===== src/rtl/lmrs_pkg.sv =====
// Shared constants, types and the row decoder function for the LED matrix
// row-scan refresh unit. No dependencies.
`timescale 1ns / 1ps

package lmrs_pkg;

    localparam int ROW_COUNT     = 25;
    localparam int BYTES_PER_ROW = 4;
    localparam int STORE_DEPTH   = 100;

    localparam int ROW_W   = 5;
    localparam int INDEX_W = 7;
    localparam int DATA_W  = 8;
    localparam int FRAME_W = 32;
    localparam int TIMER_W = 8;

    localparam int MEM_AW = (STORE_DEPTH > 1) ? $clog2(STORE_DEPTH) : 1;
    localparam int COL_W  = (BYTES_PER_ROW > 1) ? $clog2(BYTES_PER_ROW) : 1;
    localparam int RD_AW  = ROW_W + COL_W;
    localparam int LEFT_W = $clog2(BYTES_PER_ROW + 1);

    localparam int FIFO_DEPTH = 4;
    localparam int FIFO_AW    = $clog2(FIFO_DEPTH);
    localparam int CNT_W      = $clog2(FIFO_DEPTH + 1);

    localparam logic [TIMER_W-1:0] RELOAD_RESET = 8'd246;
    localparam logic [TIMER_W-1:0] TIMER_MAX    = 8'hFF;

    typedef enum logic {
        REQ_WRITE = 1'b0,
        REQ_TICK  = 1'b1
    } req_t;

    typedef enum logic {
        KIND_SERIAL = 1'b0,
        KIND_STROBE = 1'b1
    } kind_t;

    typedef struct packed {
        kind_t               result_kind;
        logic [DATA_W-1:0]   column_byte;
        logic [DATA_W-1:0]   row_pattern;
        logic [FRAME_W-1:0]  frame_count;
        logic                last;
    } item_t;

    typedef struct packed {
        logic  en;
        item_t item;
    } push_t;

    typedef struct packed {
        logic [CNT_W-1:0] count;
        logic             full;
    } fifo_stat_t;

    // Rows 0..14 select on the low nibble, rows 15..29 on the high nibble,
    // and anything above that selects no row at all.
    function automatic logic [DATA_W-1:0] row_select(input logic [ROW_W-1:0] r);
        logic [DATA_W-1:0] rw;
        rw = DATA_W'(r);
        if (rw < 8'd15)
        begin
            return rw + 8'b00000001;
        end
        else if (rw < 8'd30)
        begin
            return DATA_W'((rw - 8'd14) << 4);
        end
        else
        begin
            return 8'b00000000;
        end
    endfunction

endpackage


===== src/rtl/lmrs_frame_store.sv =====
// Frame store: single-port write, single-port read synchronous memory with
// per-entry valid flags so that reset reads as zero. Uses lmrs_pkg.
`timescale 1ns / 1ps

module lmrs_frame_store (
    input  logic                         clk,
    input  logic                         rst_n,
    input  logic                         wr_en,
    input  logic [lmrs_pkg::INDEX_W-1:0] wr_addr,
    input  logic [lmrs_pkg::DATA_W-1:0]  wr_data,
    input  logic                         rd_en,
    input  logic [lmrs_pkg::RD_AW-1:0]   rd_addr,
    output logic [lmrs_pkg::DATA_W-1:0]  rd_data
);
    import lmrs_pkg::*;

    logic [DATA_W-1:0]      mem [STORE_DEPTH];
    logic [STORE_DEPTH-1:0] valid_reg;
    logic [DATA_W-1:0]      data_reg;
    logic                   hit_reg;
    logic                   wr_in;
    logic                   rd_in;
    logic [MEM_AW-1:0]      wr_idx;
    logic [MEM_AW-1:0]      rd_idx;

    assign wr_in  = 32'(wr_addr) < 32'(STORE_DEPTH);
    assign rd_in  = 32'(rd_addr) < 32'(STORE_DEPTH);
    assign wr_idx = MEM_AW'(wr_addr);
    assign rd_idx = MEM_AW'(rd_addr);

    // Only one item enters per cycle, so a read and a write of the same
    // entry never fall in the same cycle.
    always_ff @(posedge clk)
    begin
        if (wr_en && wr_in)
        begin
            mem[wr_idx] <= wr_data;
        end
        if (rd_en)
        begin
            data_reg <= mem[rd_idx];
        end
    end

    always_ff @(posedge clk or negedge rst_n)
    begin
        if (!rst_n)
        begin
            valid_reg <= '0;
            hit_reg   <= 1'b0;
        end
        else
        begin
            if (wr_en && wr_in)
            begin
                valid_reg[wr_idx] <= 1'b1;
            end
            if (rd_en)
            begin
                hit_reg <= rd_in && valid_reg[rd_idx];
            end
        end
    end

    assign rd_data = hit_reg ? data_reg : '0;

endmodule


===== src/rtl/lmrs_out_fifo.sv =====
// Output queue for result items, decoupling the scan sequencer from the
// downstream stall. Uses lmrs_pkg.
`timescale 1ns / 1ps

module lmrs_out_fifo (
    input  logic                 clk,
    input  logic                 rst_n,
    input  lmrs_pkg::push_t      push,
    input  logic                 out_stall,
    output logic                 out_valid,
    output lmrs_pkg::item_t      out_item,
    output lmrs_pkg::fifo_stat_t stat
);
    import lmrs_pkg::*;

    item_t              mem_reg [FIFO_DEPTH];
    logic [FIFO_AW-1:0] wr_ptr_reg;
    logic [FIFO_AW-1:0] wr_ptr_next;
    logic [FIFO_AW-1:0] rd_ptr_reg;
    logic [FIFO_AW-1:0] rd_ptr_next;
    logic [CNT_W-1:0]   count_reg;
    logic [CNT_W-1:0]   count_next;
    logic               pop;

    assign out_valid  = count_reg != '0;
    assign pop        = out_valid && !out_stall;
    assign out_item   = mem_reg[rd_ptr_reg];
    assign stat.count = count_reg;
    assign stat.full  = count_reg == CNT_W'(FIFO_DEPTH);

    always_comb
    begin
        wr_ptr_next = wr_ptr_reg;
        rd_ptr_next = rd_ptr_reg;
        count_next  = count_reg;
        if (push.en)
        begin
            wr_ptr_next = wr_ptr_reg + 1'b1;
        end
        if (pop)
        begin
            rd_ptr_next = rd_ptr_reg + 1'b1;
        end
        if (push.en && !pop)
        begin
            count_next = count_reg + 1'b1;
        end
        else if (pop && !push.en)
        begin
            count_next = count_reg - 1'b1;
        end
    end

    always_ff @(posedge clk)
    begin
        if (push.en)
        begin
            mem_reg[wr_ptr_reg] <= push.item;
        end
    end

    always_ff @(posedge clk or negedge rst_n)
    begin
        if (!rst_n)
        begin
            wr_ptr_reg <= '0;
            rd_ptr_reg <= '0;
            count_reg  <= '0;
        end
        else
        begin
            wr_ptr_reg <= wr_ptr_next;
            rd_ptr_reg <= rd_ptr_next;
            count_reg  <= count_next;
        end
    end

endmodule


===== src/rtl/lmrs_scan_ctrl.sv =====
// Scan sequencer: reload timer, row and frame counters, and the read
// sequence over one row of the frame store. Uses lmrs_pkg.
`timescale 1ns / 1ps

module lmrs_scan_ctrl (
    input  logic                         clk,
    input  logic                         rst_n,
    input  logic                         in_valid,
    input  logic                         req_type,
    input  logic                         reload_we,
    input  logic [lmrs_pkg::TIMER_W-1:0] reload_value,
    input  lmrs_pkg::fifo_stat_t         fifo_stat,
    input  logic [lmrs_pkg::DATA_W-1:0]  rd_data,
    output logic                         in_stall,
    output logic                         rd_en,
    output logic [lmrs_pkg::RD_AW-1:0]   rd_addr,
    output lmrs_pkg::push_t              push,
    output logic                         busy
);
    import lmrs_pkg::*;

    logic [TIMER_W-1:0] reload_reg, reload_next;
    logic [TIMER_W-1:0] timer_reg, timer_next;
    logic [ROW_W-1:0]   row_reg, row_next;
    logic [FRAME_W-1:0] frames_reg, frames_next;
    logic               busy_reg, busy_next;
    logic [LEFT_W-1:0]  left_reg, left_next;
    logic               pend_reg, pend_next;
    logic [RD_AW-1:0]   addr_reg, addr_next;
    logic [DATA_W-1:0]  pattern_reg, pattern_next;

    logic               in_fire;
    logic               tick_fire;
    logic               start;
    logic               issue;
    logic               strobe_fire;
    logic               room;
    logic [ROW_W:0]     row_inc;
    logic [RD_AW-1:0]   first_addr;

    assign strobe_fire = busy_reg && (left_reg == '0) && !pend_reg && !fifo_stat.full;
    // Keep space for the strobe of the row in flight and the first byte of the next.
    assign in_stall    = (busy_reg && !strobe_fire)
                       || (fifo_stat.count >= CNT_W'(FIFO_DEPTH - 1));
    assign in_fire     = in_valid && !in_stall;
    assign tick_fire   = in_fire && (req_type == REQ_TICK);
    assign start       = tick_fire && (timer_reg == TIMER_MAX);
    assign room        = ({1'b0, fifo_stat.count} + (CNT_W + 1)'(pend_reg))
                       < (CNT_W + 1)'(FIFO_DEPTH);
    assign issue       = busy_reg && (left_reg != '0) && room;
    assign row_inc     = {1'b0, row_reg} + 1'b1;
    assign first_addr  = RD_AW'(RD_AW'(row_reg) * RD_AW'(BYTES_PER_ROW))
                       + RD_AW'(BYTES_PER_ROW - 1);

    assign rd_en   = start || issue;
    assign rd_addr = start ? first_addr : addr_reg;
    assign busy    = busy_reg;

    always_comb
    begin
        push.en                = pend_reg || strobe_fire;
        push.item.result_kind  = pend_reg ? KIND_SERIAL : KIND_STROBE;
        push.item.column_byte  = pend_reg ? rd_data : '0;
        push.item.row_pattern  = pend_reg ? '0 : pattern_reg;
        push.item.frame_count  = pend_reg ? '0 : frames_reg;
        push.item.last         = !pend_reg;
    end

    always_comb
    begin
        reload_next  = reload_reg;
        timer_next   = timer_reg;
        row_next     = row_reg;
        frames_next  = frames_reg;
        busy_next    = busy_reg;
        left_next    = left_reg;
        addr_next    = addr_reg;
        pattern_next = pattern_reg;
        pend_next    = rd_en;

        if (reload_we)
        begin
            reload_next = reload_value;
        end

        if (tick_fire)
        begin
            if (timer_reg == TIMER_MAX)
            begin
                timer_next = reload_reg;
            end
            else
            begin
                timer_next = timer_reg + 1'b1;
            end
        end

        if (strobe_fire)
        begin
            busy_next = 1'b0;
        end

        if (start)
        begin
            busy_next    = 1'b1;
            pattern_next = row_select(row_reg);
            left_next    = LEFT_W'(BYTES_PER_ROW - 1);
            addr_next    = first_addr - 1'b1;
            if (row_inc >= (ROW_W + 1)'(ROW_COUNT))
            begin
                row_next    = '0;
                frames_next = frames_reg + 1'b1;
            end
            else
            begin
                row_next = row_inc[ROW_W-1:0];
            end
        end
        else if (issue)
        begin
            left_next = left_reg - 1'b1;
            addr_next = addr_reg - 1'b1;
        end
    end

    always_ff @(posedge clk)
    begin
        addr_reg    <= addr_next;
        pattern_reg <= pattern_next;
    end

    always_ff @(posedge clk or negedge rst_n)
    begin
        if (!rst_n)
        begin
            reload_reg <= RELOAD_RESET;
            timer_reg  <= RELOAD_RESET;
            row_reg    <= '0;
            frames_reg <= '0;
            busy_reg   <= 1'b0;
            left_reg   <= '0;
            pend_reg   <= 1'b0;
        end
        else
        begin
            reload_reg <= reload_next;
            timer_reg  <= timer_next;
            row_reg    <= row_next;
            frames_reg <= frames_next;
            busy_reg   <= busy_next;
            left_reg   <= left_next;
            pend_reg   <= pend_next;
        end
    end

endmodule


===== src/rtl/led_matrix_row_scan_refresh_unit.sv =====
// Row-scan refresh unit for a multiplexed LED matrix.
// Order: a write lands in the frame store at its accept edge; an overflow tick's column
// bytes pass the read register and output queue, strobe last. Throughput: one write or
// plain tick per cycle unless stalled; an overflow tick stalls input until its strobe,
// as the single read port gives one byte per cycle when the output queue has room.
// Reset: frame store reads as zero through per-entry valid flags, no clearing pass;
// timer and reload value start at 246, row and frame count at zero.
`timescale 1ns / 1ps

module led_matrix_row_scan_refresh_unit (
    input  logic                          clk,
    input  logic                          rst_n,
    input  logic                          in_valid,
    output logic                          in_stall,
    input  logic                          req_type,
    input  logic [lmrs_pkg::INDEX_W-1:0]  byte_index,
    input  logic [lmrs_pkg::DATA_W-1:0]   byte_value,
    input  logic                          reload_we,
    input  logic [lmrs_pkg::TIMER_W-1:0]  reload_value,
    output logic                          out_valid,
    input  logic                          out_stall,
    output logic                          result_kind,
    output logic [lmrs_pkg::DATA_W-1:0]   column_byte,
    output logic [lmrs_pkg::DATA_W-1:0]   row_pattern,
    output logic [lmrs_pkg::FRAME_W-1:0]  frame_count,
    output logic                          last
);
    import lmrs_pkg::*;

    logic              wr_en;
    logic              rd_en;
    logic [RD_AW-1:0]  rd_addr;
    logic [DATA_W-1:0] rd_data;
    push_t             push;
    fifo_stat_t        fifo_stat;
    item_t             out_item;
    logic              busy;

    assign wr_en = in_valid && !in_stall && (req_type == REQ_WRITE);

    lmrs_frame_store u_store (
        .clk     (clk),
        .rst_n   (rst_n),
        .wr_en   (wr_en),
        .wr_addr (byte_index),
        .wr_data (byte_value),
        .rd_en   (rd_en),
        .rd_addr (rd_addr),
        .rd_data (rd_data)
    );

    lmrs_scan_ctrl u_ctrl (
        .clk          (clk),
        .rst_n        (rst_n),
        .in_valid     (in_valid),
        .req_type     (req_type),
        .reload_we    (reload_we),
        .reload_value (reload_value),
        .fifo_stat    (fifo_stat),
        .rd_data      (rd_data),
        .in_stall     (in_stall),
        .rd_en        (rd_en),
        .rd_addr      (rd_addr),
        .push         (push),
        .busy         (busy)
    );

    lmrs_out_fifo u_fifo (
        .clk       (clk),
        .rst_n     (rst_n),
        .push      (push),
        .out_stall (out_stall),
        .out_valid (out_valid),
        .out_item  (out_item),
        .stat      (fifo_stat)
    );

    assign result_kind = out_item.result_kind;
    assign column_byte = out_item.column_byte;
    assign row_pattern = out_item.row_pattern;
    assign frame_count = out_item.frame_count;
    assign last        = out_item.last;

`ifndef SYNTHESIS
    // The queue never holds more than its depth.
    assert property (@(posedge clk) disable iff (!rst_n)
        fifo_stat.count <= CNT_W'(FIFO_DEPTH))
        else $error("output queue count exceeds its depth");

    // Read scheduling guarantees room, so nothing is pushed into a full queue.
    assert property (@(posedge clk) disable iff (!rst_n)
        fifo_stat.full |-> !push.en)
        else $error("result pushed into a full output queue");

    // A row scan only starts from an accepted tick item.
    assert property (@(posedge clk) disable iff (!rst_n)
        $rose(busy) |-> $past(in_valid && !in_stall && req_type))
        else $error("row scan started without an accepted tick");
`endif

endmodule


===== config.mk =====
export PLATFORM = sky130hd
export DESIGN_NAME = led_matrix_row_scan_refresh_unit
export DESIGN_NICKNAME = d
export VERILOG_FILES = /design/src/rtl/lmrs_pkg.sv /design/src/rtl/lmrs_frame_store.sv /design/src/rtl/lmrs_out_fifo.sv /design/src/rtl/lmrs_scan_ctrl.sv /design/src/rtl/led_matrix_row_scan_refresh_unit.sv
export SDC_FILE = /design/constraint.sdc
export NUM_CORES = 1
export LEC_CHECK = 0
export BUFFER_PORTS_ARGS = -buffer_cell sky130_fd_sc_hd__buf_4
export CAP_MARGIN = 10
export CORE_MARGIN = 10
export CORE_UTILIZATION = 25
export DETAILED_ROUTE_END_ITERATION = 8
export SLEW_MARGIN = 30
export SYNTH_ARGS = -nofsm -noshare
export SYNTH_HDL_FRONTEND = slang
export SYNTH_SLANG_ARGS = --single-unit

===== constraint.sdc =====
create_clock -name clk -period 11.16 [get_ports clk]
set_input_delay 1.116 -clock clk [delete_from_list [all_inputs] [get_ports clk]]
set_output_delay 1.116 -clock clk [all_outputs]
set_load 0.02 [all_outputs]

==> metrics.csv <==
stage,metric,value,unit
status,outcome,"finished, final reports clean",
global_route,gr usage total,13.70,%
floorplanning,Die H,458.1,um
critical_path,CP required,11660,ps
global_route,antenna violations before repair,6,
critical_path,FF-to-FF End,u_store.data_reg[5],
clock_network,post-cts sizing count,0,
global_route,pin count of the biggest net entering global routing,120,
synthesis,mapped cell area,47970,um^2
cells_and_area,layout cells sized above 1,19.41,%
run,Max-Cap Viols,0,
synthesis,Adder-Cell Fraction of Synth Area,0.3808,%
synthesis,post-synthesis xor/xnor area fraction,0.8398,%
sta,Tmin final,5380,ps
clock_network,postcts setup bufs,0,
sta,"Setup violations, final",0,
route,first-iteration detailed-routing DRC count,4343,
placement,hpwl dp,92520,um
sta,Fin Hold WS,353.1,ps
synthesis,Post-synth EDFFs,1019,
critical_path,crit end category,flop,
placement,RePlAce Congestion,0.9147,
clock_network,worst-skew pair later-pin latency,760,ps
synthesis,YS warnings,0,
synthesis,"top cells by area, synth","edfxtp_1, dfrtp_1, mux4_2",
global_route,total congestion overflow,0,
synthesis,cell taking the most area after synthesis,edfxtp_1,
clock_network,Max Root-Sink Buffers,3,
clock_network,root buffer cell,clkbuf_16,
critical_path,critical path arrival,5880,ps
sta,setup TNS,0,ps
synthesis,"Primary FF master, synth",edfxtp_1,
critical_path,r2r setup slk,5780,ps
sta,Final Hold Viols,0,
synthesis,post-synthesis mux area share,6.009,%
sta,fmax,185.9,MHz
route,final wirelength,150000,um
synthesis,post-synthesis cell count,3159,
floorplanning,starting density of the core,25.17,%
cells_and_area,"commonest non-fill, non-tap cells in the layout","edfxtp_1, nor2_1, nand2_1, dfrtp_1, buf_4",
critical_path,WS Path Type,reg2reg,
global_route,vias in the first global route,29150,
route,DRT Pass-1 Iters,6,
sta,crit share post-route,48.21,%
route,post-route antenna net violation count,0,
critical_path,crit path launch type,flop,
synthesis,Simple-Gate Fraction of Synth Area,8.505,%
sta,RSZ-0062 raised after global routing,false,
floorplanning,width of the die,458.1,um
global_route,first-pass GRT wire length,215300,um
synthesis,Compound-Gate Fraction of Synth Area,9.645,%
floorplanning,die area,209800,um^2
synthesis,Netlist cell types,83,
cells_and_area,max reg flops,800,
synthesis,Synth top area share,63.78,%
sta,worst slew pin tran,1068,ps
critical_path,reg2reg start,u_ctrl.timer_reg[0],
placement,pre-CTS worst setup slack,5576,ps
critical_path,largest fanout on the critical path,45,
placement,IO buf count,80,
sta,Post-Route Skew,45.20,ps
synthesis,Seq cells post-synth,1185,
clock_network,cts hold-fix bufs,0,
floorplanning,number of I/O pins,81,
pwr,peak supply drop,0.1317,mV
cells_and_area,area grow syn2layout,15.95,%
pwr,Power Dens Cells,176.5,nW/um^2
route,vias after detailed routing,30100,
sta,Final WS setup,5780,ps
synthesis,sequential-to-total area share from yosys stat,72.47,%
clock_network,H-tree depth,3,
clock_network,clock sinks,1185,
route,Via density,5.152,
clock_network,clock buffer count from CTS,115,
pwr,Leak Pwr,18.84,nW
route,DR WL/cell,25.67,um
critical_path,reg2reg path depth,12,
synthesis,main combinational cell family by area after synthesis,compound AO/OA/AOI/OAI gates,
cells_and_area,"leading cell type in the layout, fill and taps excluded",edfxtp_1,
synthesis,Avg Synthesized Cell Area,15.19,um^2
clock_network,TritonCTS clock tree,done,
route,Residual DRC,0,
hold_path,hold crit path type,in2async,
sta,Final Slew Violations,0,
synthesis,Post-Syn Nets,3202,
clock_network,register clock-pin slew on the reported worst setup and hold paths,70,ps
sta,relative slew slack,28.19,%
cells_and_area,layout net count,3271,
floorplanning,row count,160,
floorplanning,core box area,190600,um^2
synthesis,Post-synth ARST share,14.01,%
## power breakdown
group / leakage (nW) / total [W] / internal (W) / switching, W
Clock: 1.88 / 0.00397 / 0.00224 / 0.00173
Combinational: 5.47 / 0.000904 / 0.000384 / 0.000520
Sequential: 11.5 / 0.00495 / 0.00487 / 0.0000805
## through the flow
step	utilization (%)	cell area [um^2]	total power, W	cells
2_1_floorplan	-	47970	0.005524	3159
3_3_place_gp	27.04	51540	0.005935	5616
3_5_place_dp	27.15	51740	0.005965	5622
4_1_cts	29.16	55570	0.009887	5840
5_1_grt	29.19	55620	0.01012	5841
6_report	29.19	55630	0.009819	5842
## metal layers
layer	track usage [%]	wire, um
met1	18.47	60890
met2	20.35	65410
met3	4.080	16890
met4	5.908	6748
met5	0	16
## logic make-up after synthesis
kind of cell             count (synthesis)
AND/OR/NAND/NOR                        830
XOR/XNOR                                46
buffers and inverters                  240
AO/OA/AOI/OAI                          637
multiplexers                           207
flip-flops                            1185
adder cells (fa/ha/maj)                 14
## cell type report
class / count / area [um^2]
Sequential cell: 1185 / 34770
Clock inverter: 67 / 683.2
Timing Repair Buffer: 158 / 1291
Inverter: 34 / 128.9
Clock buffer: 151 / 3144
Antenna cell: 2 / 5.005
Fill cell: 18920 / 135000
Multi-Input combinational cell: 1734 / 12460
Tap cell: 2511 / 3142
## critical path, stage by stage (launching register included)
cell	delay, ps
dfrtp_1	410
ha_1	250
and4_1	220
nor2b_4	130
buf_4	310
nand2_4	440
clkinv_2	750
buf_4	560
a2111oi_0	510
a311oi_1	80
a211oi_1	640
a31oi_1	360
a31o_2	330
## synth_stat cells (31+ instances only)
library cell     n
nand3_1         51
nor2_1         237
inv_1           31
edfxtp_1      1019
mux2i_1         99
mux4_2          60
a211oi_1       123
nor4_1          32
buf_2           56
nor3_1          54
nand2_1        179
clkbuf_1        99
buf_1           38
nor2b_1         70
o22ai_1        127
mux2_2          48
o21ai_0         55
a21oi_1         60
xnor2_1         35
or2_2          100
dfrtp_1        154
## worst max-delay path by stage
stage / startpoint / endpoint / slack (ps) / depth (start not counted)
after global placement: byte_index[2] / u_store.mem[68][0] / 5340 / 7
after global routing: u_ctrl.timer_reg[0] / u_store.data_reg[5] / 5640 / 12
after floorplan: u_ctrl.left_reg[0] / u_fifo.mem_reg[0][0] / 7280 / 6
after CTS: u_ctrl.timer_reg[0] / u_store.data_reg[5] / 5900 / 12
after detailed placement: req_type / u_store.data_reg[5] / 5580 / 12
final: u_ctrl.timer_reg[0] / u_store.data_reg[5] / 5780 / 12
(Power assumes the default switching activity.)
